File: config.mk
export PLATFORM = sky130hd
export DESIGN_NAME = cts_cell
export DESIGN_NICKNAME = d
export VERILOG_FILES = /design/src/hdl/cts_pkg.sv /design/src/hdl/cts_cell.sv
export SDC_FILE = /design/constraint.sdc
export NUM_CORES = 1
export LEC_CHECK = 0
export ABC_AREA = 1
export BUFFER_PORTS_ARGS = -buffer_cell sky130_fd_sc_hd__buf_2
export CAP_MARGIN = 20
export CORE_MARGIN = 2
export CORE_UTILIZATION = 48
export CTS_CLUSTER_DIAMETER = 150
export DETAILED_ROUTE_END_ITERATION = 10
export GPL_ROUTABILITY_DRIVEN = 0
export PLACE_DENSITY = 0.85
export SETUP_SLACK_MARGIN = 0.05
export SKIP_CTS_REPAIR_TIMING = 1
export SLEW_MARGIN = 10
export SYNTH_ARGS = -nofsm -noshare
export SYNTH_HDL_FRONTEND = slang
export SYNTH_SLANG_ARGS = --single-unit
File: constraint.sdc
create_clock -name clk -period 3.65 [get_ports clk]
set_input_delay 0.1825 -clock clk [delete_from_list [all_inputs] [get_ports clk]]
set_output_delay 0.1825 -clock clk [all_outputs]
set_load 0.02 [all_outputs]
File: src/hdl/cts_pkg.sv
// ----------------------------------------------------------------------------
// Cosine top-k search package
// Shared sizes, status codes, register indexes and the ranked-entry type.
// ----------------------------------------------------------------------------
package cts_pkg;

	localparam int MAX_ITEMS = 1024;
	localparam int MAX_DIM   = 256;
	localparam int MAX_TOP_K = 16;

	localparam int ITEM_W  = 10;
	localparam int CNT_W   = 11;
	localparam int DIM_W   = 8;
	localparam int POS_W   = 9;
	localparam int K_W     = 5;
	localparam int ELEM_W  = 16;
	localparam int NORM_W  = 40;
	localparam int DOT_W   = 40;
	localparam int SCORE_W = 16;

	typedef logic [2:0] status_t;
	localparam status_t ST_APPENDED   = 3'd0;
	localparam status_t ST_LEN_REJECT = 3'd1;
	localparam status_t ST_FULL       = 3'd2;
	localparam status_t ST_MATCH      = 3'd3;
	localparam status_t ST_NONE       = 3'd4;

	localparam logic CFG_VECTOR_LENGTH = 1'b0;
	localparam logic CFG_TOP_K         = 1'b1;

	typedef struct packed {
		logic                valid;
		logic [SCORE_W-1:0] score;
		logic [ITEM_W-1:0]  idx;
	} cts_entry_t;

endpackage

File: src/hdl/cts_cell.sv
// ----------------------------------------------------------------------------
// Ranked list cell
// One place of the sorted best-match list; shifts down toward its neighbor
// when a better candidate is inserted above it.
// ----------------------------------------------------------------------------
module cts_cell (
	input  logic              clk,
	input  logic              arst_n,
	input  logic              clr,
	input  logic              en,
	input  logic              act,
	input  cts_pkg::cts_entry_t new_e,
	input  logic              prev_ins,
	input  cts_pkg::cts_entry_t prev_e,
	output logic              ins,
	output cts_pkg::cts_entry_t cur_e
);
	import cts_pkg::*;

	logic               valid_q;
	logic [SCORE_W-1:0] score_q;
	logic [ITEM_W-1:0]  idx_q;

	assign ins   = act && (!valid_q || ($signed(new_e.score) > $signed(score_q)));
	assign cur_e = '{valid: valid_q, score: score_q, idx: idx_q};

	always_ff @(posedge clk or negedge arst_n) begin
		if (!arst_n) begin
			valid_q <= 1'b0;
		end else if (clr) begin
			valid_q <= 1'b0;
		end else if (en && act) begin
			if (prev_ins) begin
				valid_q <= prev_e.valid;
			end else if (ins) begin
				valid_q <= 1'b1;
			end
		end
	end

	always_ff @(posedge clk) begin
		if (en && act) begin
			if (prev_ins) begin
				score_q <= prev_e.score;
				idx_q   <= prev_e.idx;
			end else if (ins) begin
				score_q <= new_e.score;
				idx_q   <= new_e.idx;
			end
		end
	end

endmodule

==> results of run 1 <==
[state kept, by name, indices dropped and copies added, names as in the netlist]
register,cells
valid_q,1
score_q,16
idx_q,10
[layout make-up]
type                            count  area (sq um)
Fill cell                         278          1160
Sequential cell                    27           806
Multi-Input combinational cell     92           726
Timing Repair Buffer               88           448
Inverter                           29           109
Tap cell                           46          57.6
Clock buffer                        4          26.3
[worst reg2reg max path, delay by kind of cell (launching register included)]
| kind | cells | cell delay [ns] |
|---|---|---|
| buffers and inverters | 3 | 0.89 |
| AND/OR/NAND/NOR | 10 | 0.77 |
| flip-flops | 1 | 0.38 |
| adder cells (fa/ha/maj) | 1 | 0.29 |
| AO/OA/AOI/OAI | 1 | 0.06 |
[synth_stat cells]
master and count:
nand4_1 2, buf_2 1, o21ai_0 1, buf_4 1, clkbuf_1 2, inv_1 28, nand3_1 5, mux2_2 25
o21ai_1 2, dfrtp_1 1, nor2_1 2, nor3_2 1, nand2_1 24, inv_2 1, a21oi_2 1, nor3_1 1
nand2_2 5, o21bai_1 1, a21oi_1 5, ha_1 16, nor2_2 1, edfxtp_1 26
[per-stage QoR]
stage | hold WS [ns] | total power, mW | setup slack (ns)
global route | 0.133 | 0.703 | 0.701
floorplan | -0.113 | 0.481 | 1.25
detailed placement | -0.0351 | 0.545 | 0.983
finish | 0.141 | 0.664 | 0.980
global placement | -0.0403 | 0.539 | 1.06
CTS | -0.405 | 0.673 | 0.962
[metal layers]
metal / share of wire / routed length, microns / track usage
met1: 0.40 / 1330 / 0.214
met2: 0.52 / 1750 / 0.324
met3: 0.065 / 218 / 0.0270
met4: 0.013 / 42 / 0.0583
met5: 0 / 0 / 0
[worst min-delay path by stage]
stage / startpoint / endpoint
after global placement: arst_n / valid_q
final: prev_e[10] / score_q[0]
after floorplan: arst_n / valid_q
after CTS: arst_n / valid_q
after detailed placement: arst_n / valid_q
after global routing: prev_e[10] / score_q[0]
[power breakdown]
| group | internal (mW) | total, mW | switching (mW) |
|---|---|---|---|
| Combinational | 0.0771 | 0.168 | 0.0905 |
| Sequential | 0.362 | 0.369 | 0.00705 |
| Clock | 0.0428 | 0.127 | 0.0841 |
| Total | 0.482 | 0.664 | 0.182 |
[cells by family (layout without fill, tap and decap cells)]
group                      after synthesis  count (layout)
muxes                                   25              25
buffers and inverters                   33             121
AOI/OAI and AO/OA                       10              10
adders and majority gates               16              16
and+or+nand+nor                         41              41
DFF                                     27              27
==> reports/metrics.cfg, run 1 <==
[run_status]
status = completed

[worst_setup_path]
worstPathArrival_ns = 2.71
worstPathCellList = inv_1 > ha_1 > nand2_2 > nor2_2 > nand3_1 > nand3_1 > nand2_1 > nand2_1 > nand2_1 > nand2_1 > nand2_1 > nand2_2 > o21bai_1 > inv_1 > buf_4
critPathTopFamily = buffers and inverters
endpoint = idx_q[5]
worstSetupStartpoint = score_q[7]
path_buf_inv = 3
cp_max_fo = 16
path_depth = 15
crit_top_cell = nand2_1
worstPathRequired_ns = 3.69
end_kind = register
crit_path_start_kind = register
reg2reg_slack_ns = 0.98
slowest_delay_ns = 0.52
regToRegStartpoint = score_q[7]
slowest_stage = inv_1
rr_endpoint = idx_q[5]
path_class = register to register
reg2reg_depth = 15

[placed_design]
dp_cells = 281
dpl.hpwl_microns = 2670
placedInstanceArea_sq_um = 2140
io_buffers = 86

[routing]
first_pass_iters = 4
drtAntennaViolNets = 0
drc = 0
wirelength_microns = 3340
first_iter_violations = 58
num_vias = 1343
viasPerCell = 4.70
post_drt_wl_per_cell_microns = 11.7

[synthesis]
synth_area_leader_cell = edfxtp_1
synthXorXnorAreaFrac = 0
muxShareOfSynthArea = 0.170
yosysSeqAreaShare = 0.485
netlist_instances = 152
synth_top_family_by_area = multiplexers
syn_avg_cell_area_sq_um = 10.9
syn_area_sq_um = 1660
synth_simple_gate_area_frac = 0.113
synth_seq_cells = 27
ys_types = 22
synth_compound_area_frac = 0.0339
synthAdderAreaFrac = 0.121
yosys-top-cells-area = edfxtp_1 (47%), mux2_2 (17%), ha_1 (12%)
synth_top_area_frac = 0.470
ys_warn_count = 0
synthesis.nets = 228

[power_and_ir_drop]
leakagePower_nw = 1.11
power_density_nw_per_um2 = 306
peakVddDrop_mv = 0.203

[global_routing]
first_global_vias = 1330
antenna_found_initial = 0
grt_start_max_net_pins = 31
track_usage = 0.178
grt_pass1_wl_microns = 5600
grt.overflow.total = 0

[floorplan]
io_pins = 88
core_area_sq_um = 3340
core.rowCount = 21
die_w_microns = 62.8
die-area_sq_um = 3950
start_util = 0.498
die_h_microns = 62.8

[worst_hold_path]
hold_path_class = primary input to register
hold_depth = 3

[sta]
setup_total_negative_slack_ns = 0
tightest_slew_ns = 0.671
drv_slew = 0
min_period_ns = 2.67
slew_headroom = 0.552
hold_viol_final = 0
fmax_mhz = 375
fin_crit_sh = 0.731
setup-violations-final = 0
rsz0062_at_grt = no
final.setup_skew_ns = 0.00471

[final_layout]
drive_above_1_share = 0.517
fin_cells = 286
fin_util = 0.651
num-nets-final = 317
mostFrequentLayoutCell = buf_2
layout_common_cells = buf_2 (86), inv_1 (28), edfxtp_1 (26)
diodes = 0
area.growth.synth_to_final_pct = 30.8
final_area_sq_um = 2170

[clocking]
path_clk_slew_ns = 0.14
clkSinkCount = 27
insertion_delay_ns = 0.32
max-clock-path-buffers = 2
cts_made_buffers = 3
cts.htree.levels = 1
cts_tree = done
cts_root_buffer = clkbuf_4

[flow_run]
max_cap_viol_count = 0

Note: power is estimated with default switching activity, not from simulation.
==> inputs of run 2 (changes only) <==
Settings changed: CORE_UTILIZATION 48 to 41, PLACE_DENSITY 0.85 to 0.77.
Clock period 3.65 ns to 2.1 ns, I/O delays scaled along.
==> reports/metrics.cfg, run 2 (synthesized netlist as in run 1, its figures left out) <==
[final_layout]
top_register = score_q
multi_input_area_sq_um = 863
final_area_sq_um = 2380
num-nets-final = 321
fin_cells = 294
largest_register_ffs = 16
layout_common_cells = buf_2 (85), edfxtp_1 (26), mux2_2 (25)
diodes = 0
top_regs = score_q: 16 flops, idx_q: 10 flops, valid_q: 1 flops
area.growth.synth_to_final_pct = 43.3
mostFrequentLayoutCell = buf_2
fillers = 349
drive_above_1_share = 0.598
seq_area_sq_um = 806

[global_routing]
grt_start_max_net_pins = 20
track_usage = 0.153
grt.overflow.total = 0
antenna_found_initial = 0
grt_pass1_wl_microns = 5330
first_global_vias = 1329

[sta]
fmax_mhz = 479
setup-violations-final = 0
whs_ns = 0.107
fin_crit_sh = 0.995
rsz0062_at_grt = yes
drv_slew = 0
final.setup_skew_ns = 0.00907
min_period_ns = 2.09
setup_total_negative_slack_ns = 0
tightest_slew_ns = 0.483
slew_headroom = 0.678
hold_viol_final = 0

[worst_setup_path]
end_kind = register
worstPathRequired_ns = 2.13
cp_max_fo = 13
crit_path_start_kind = register
path_class = register to register
worstPathArrival_ns = 2.12

[floorplan]
die-area_sq_um = 4570
io_pins = 88
start_util = 0.421
die_w_microns = 67.6
core_area_sq_um = 3940
die_h_microns = 67.6
core.rowCount = 23

[clocking]
cts.htree.levels = 1
clkSinkCount = 27
max-clock-path-buffers = 2
cts_root_buffer = clkbuf_8
cts_made_buffers = 3
insertion_delay_ns = 0.27
cts_tree = done
path_clk_slew_ns = 0.10

[routing]
wirelength_microns = 3640
drc = 0
first_iter_violations = 32
first_pass_iters = 4
viasPerCell = 4.62
post_drt_wl_per_cell_microns = 12.4
num_vias = 1359
drtAntennaViolNets = 0

[power_and_ir_drop]
power_density_nw_per_um2 = 539
leakagePower_nw = 1.15
peakVddDrop_mv = 0.288

[worst_hold_path]
hold_path_class = primary input to register

[placed_design]
dpl.hpwl_microns = 2790
io_buffers = 86
dp_cells = 288
placedInstanceArea_sq_um = 2190

[flow_run]
max_cap_viol_count = 0

[run_status]
status = completed

run 2: cell count changes in the layout (fill, tap and decap cells not counted), sizes merged:
cell,previous run,this run
buf,87,91
clkinv,0,1
clkbuf,4,3
inv,29,28
clkinvlp,0,1
run 2: worst paths after layout:
path,start,end,slack (ns),depth (start not counted)
setup reg to reg,score_q[11],idx_q[7],0.01,13
hold reg to reg,valid_q,valid_q,0.57,2
hold / removal,prev_e[10],score_q[0],0.11,3
min in group asynchronous,arst_n,valid_q,0.13,2
setup / recovery,score_q[11],idx_q[7],0.01,13
max in group asynchronous,arst_n,valid_q,1.88,2
run 2: critical path, cell delays in order (launching register included):
cell and delay, ns:
edfxtp_1 0.41, inv_1 0.11, ha_4 0.21, a21oi_1 0.16, nand2_1 0.09, a21oi_2 0.14
nand2_1 0.06, nand2_1 0.05, nand2_1 0.05, nand2_2 0.08, nand2_4 0.06, o21bai_4 0.13
clkinvlp_4 0.12, buf_6 0.16
run 2: power by group:
| part | internal [mW] | switching, mW |
|---|---|---|
| clock network | 0.133 | 0.165 |
| logic | 0.163 | 0.179 |
| registers | 0.630 | 0.0132 |
| total | 0.925 | 0.358 |
run 2: metrics by stage:
step           setup WS, ns  utilization  total power [mW]
6_report             0.0109        0.603              1.28
5_1_grt              -0.147        0.603              1.36
4_1_cts             -0.0486        0.567              1.26
3_5_place_dp        -0.0284        0.556             0.959
3_3_place_gp         0.0406        0.556             0.949
2_1_floorplan        -0.196            -             0.842
run 2: layer usage:
layer  routed length, microns  track usage  share of wire  vias to the layer above
met4                       32       0.0510         0.0088                        0
met2                     1880        0.273           0.52                       49
met1                     1450        0.173           0.40                      610
met3                      270       0.0417          0.074                        2
li1                         -            -              -                      698
met5                        0            0              0                        -
run 2: final cells by class:
type | instances | share of cell area
flip-flops and latches | 27 | 0.339
well taps | 50 | 0.0263
multi-input cells | 92 | 0.363
clock buffers | 3 | 0.0174
inverters | 29 | 0.0473
clock inverters | 1 | 0.00210
repair buffers | 92 | 0.205
==> inputs of run 3 (changes only) <==
Settings changed: CORE_UTILIZATION 41 to 48, PLACE_DENSITY 0.77 to 0.85.
Clock period 2.1 ns to 2.5 ns, I/O delays scaled along.
==> reports/metrics.cfg, run 3 (synthesized netlist as in run 1, its figures left out) <==
[sta]
fin_crit_sh = 0.859
drv_slew = 0
slew_headroom = 0.676
final.setup_skew_ns = 0.00859
setup_total_negative_slack_ns = 0
setup-violations-final = 0
min_period_ns = 2.15
tightest_slew_ns = 0.485
rsz0062_at_grt = no
fin_ws_ns = 0.352
whs_ns = 0.0716
hold_viol_final = 0
fmax_mhz = 466

[worst_setup_path]
worstPathCellList = inv_1 > ha_1 > nand2_2 > inv_1 > a21oi_1 > nand3_1 > nand2_1 > nand2_1 > nand2_1 > nand2_1 > nand2_1 > nand2_2 > nand2_2 > inv_1 > buf_2
crit_path_start_kind = register
reg2reg_depth = 13
worstPathArrival_ns = 2.02
cp_max_fo = 3
critPathTopFamily = simple AND/OR/NAND/NOR gates
slowest_stage = edfxtp_1
end_kind = output pin
path_buf_inv = 4
worstPathRequired_ns = 2.38
path_class = register to output pin
slowest_delay_ns = 0.42
crit_top_cell = nand2_1
path_depth = 15

[final_layout]
mostFrequentLayoutCell = buf_2
area.growth.synth_to_final_pct = 32.1
num-nets-final = 318
drive_above_1_share = 0.523
fin_util = 0.657
fin_cells = 287
top_regs = score_q: 16 flops, idx_q: 10 flops, valid_q: 1 flops
layout_common_cells = buf_2 (86), inv_1 (28), edfxtp_1 (26)
final_area_sq_um = 2190
diodes = 0
largest_register_ffs = 16
top_register = score_q

[global_routing]
met2_usage = 0.323
grt_pass1_wl_microns = 5510
first_global_vias = 1344
gr-usage-met3 = 0.0306
antenna_found_initial = 0
grt_start_max_net_pins = 27
grt.overflow.total = 0
track_usage = 0.175
grtUsageMet1 = 0.203
gr-max-usage-layer = met2

[power_and_ir_drop]
p_total_uw = 981
power_density_nw_per_um2 = 447
leakagePower_nw = 1.12
peakVddDrop_mv = 0.270

[floorplan]
start_util = 0.498
core_area_sq_um = 3340
core.rowCount = 21
die_h_microns = 62.8
io_pins = 88
die_w_microns = 62.8
die-area_sq_um = 3950

[routing]
drtAntennaViolNets = 0
post_drt_wl_per_cell_microns = 11.6
num_vias = 1347
first_iter_violations = 42
wirelength_microns = 3320
viasPerCell = 4.69
drc = 0
first_pass_iters = 4

[clocking]
cts_tree = done
max-clock-path-buffers = 2
insertion_delay_ns = 0.33
cts.htree.levels = 1
cts_root_buffer = clkbuf_4
path_clk_slew_ns = 0.15
clkSinkCount = 27
cts_made_buffers = 3

[worst_hold_path]
hold_depth = 4
hold_path_class = primary input to register

[run_status]
status = completed

[placed_design]
io_buffers = 86
dpl.hpwl_microns = 2700
dp_slack_ns = 0.415
dp_cells = 282
placedInstanceArea_sq_um = 2160

[flow_run]
max_cap_viol_count = 0

run 3: worst paths after layout:
path | from | slack [ns] | end
worst max-delay path | score_q[6] | 0.35 | ins
worst min-delay path | clr | 0.07 | valid_q
worst max register to register | score_q[15] | 0.42 | idx_q[1]
worst min register to register | valid_q | 0.55 | valid_q
max in group asynchronous | arst_n | 2.34 | valid_q
min in group asynchronous | arst_n | 0.09 | valid_q
run 3: worst register-to-register path, delay by kind of cell, from the launching register on:
family | cells | cell delay (ns)
AOI/OAI and AO/OA | 1 | 0.06
and+or+nand+nor | 8 | 0.67
DFF | 1 | 0.36
buffers and inverters | 3 | 0.34
adders and majority gates | 1 | 0.34
run 3: per-layer routing:
| layer | vias to the layer above | part of all wire |
|---|---|---|
| met5 | - | 0 |
| met4 | 0 | 0.014 |
| met3 | 6 | 0.057 |
| met2 | 46 | 0.52 |
| met1 | 600 | 0.41 |
| li1 | 695 | - |
run 3: layout make-up:
cell class,instances,area (sq um)
Fill cell,300,1140
Clock inverter,1,5.00
Timing Repair Buffer,89,468
Sequential cell,27,806
Multi-Input combinational cell,92,726
Tap cell,46,57.6
Clock buffer,3,22.5
Inverter,29,109
run 3: power breakdown:
| group | internal (mW) | switching, mW |
|---|---|---|
| registers | 0.529 | 0.0104 |
| logic | 0.116 | 0.131 |
| clock network | 0.0600 | 0.133 |
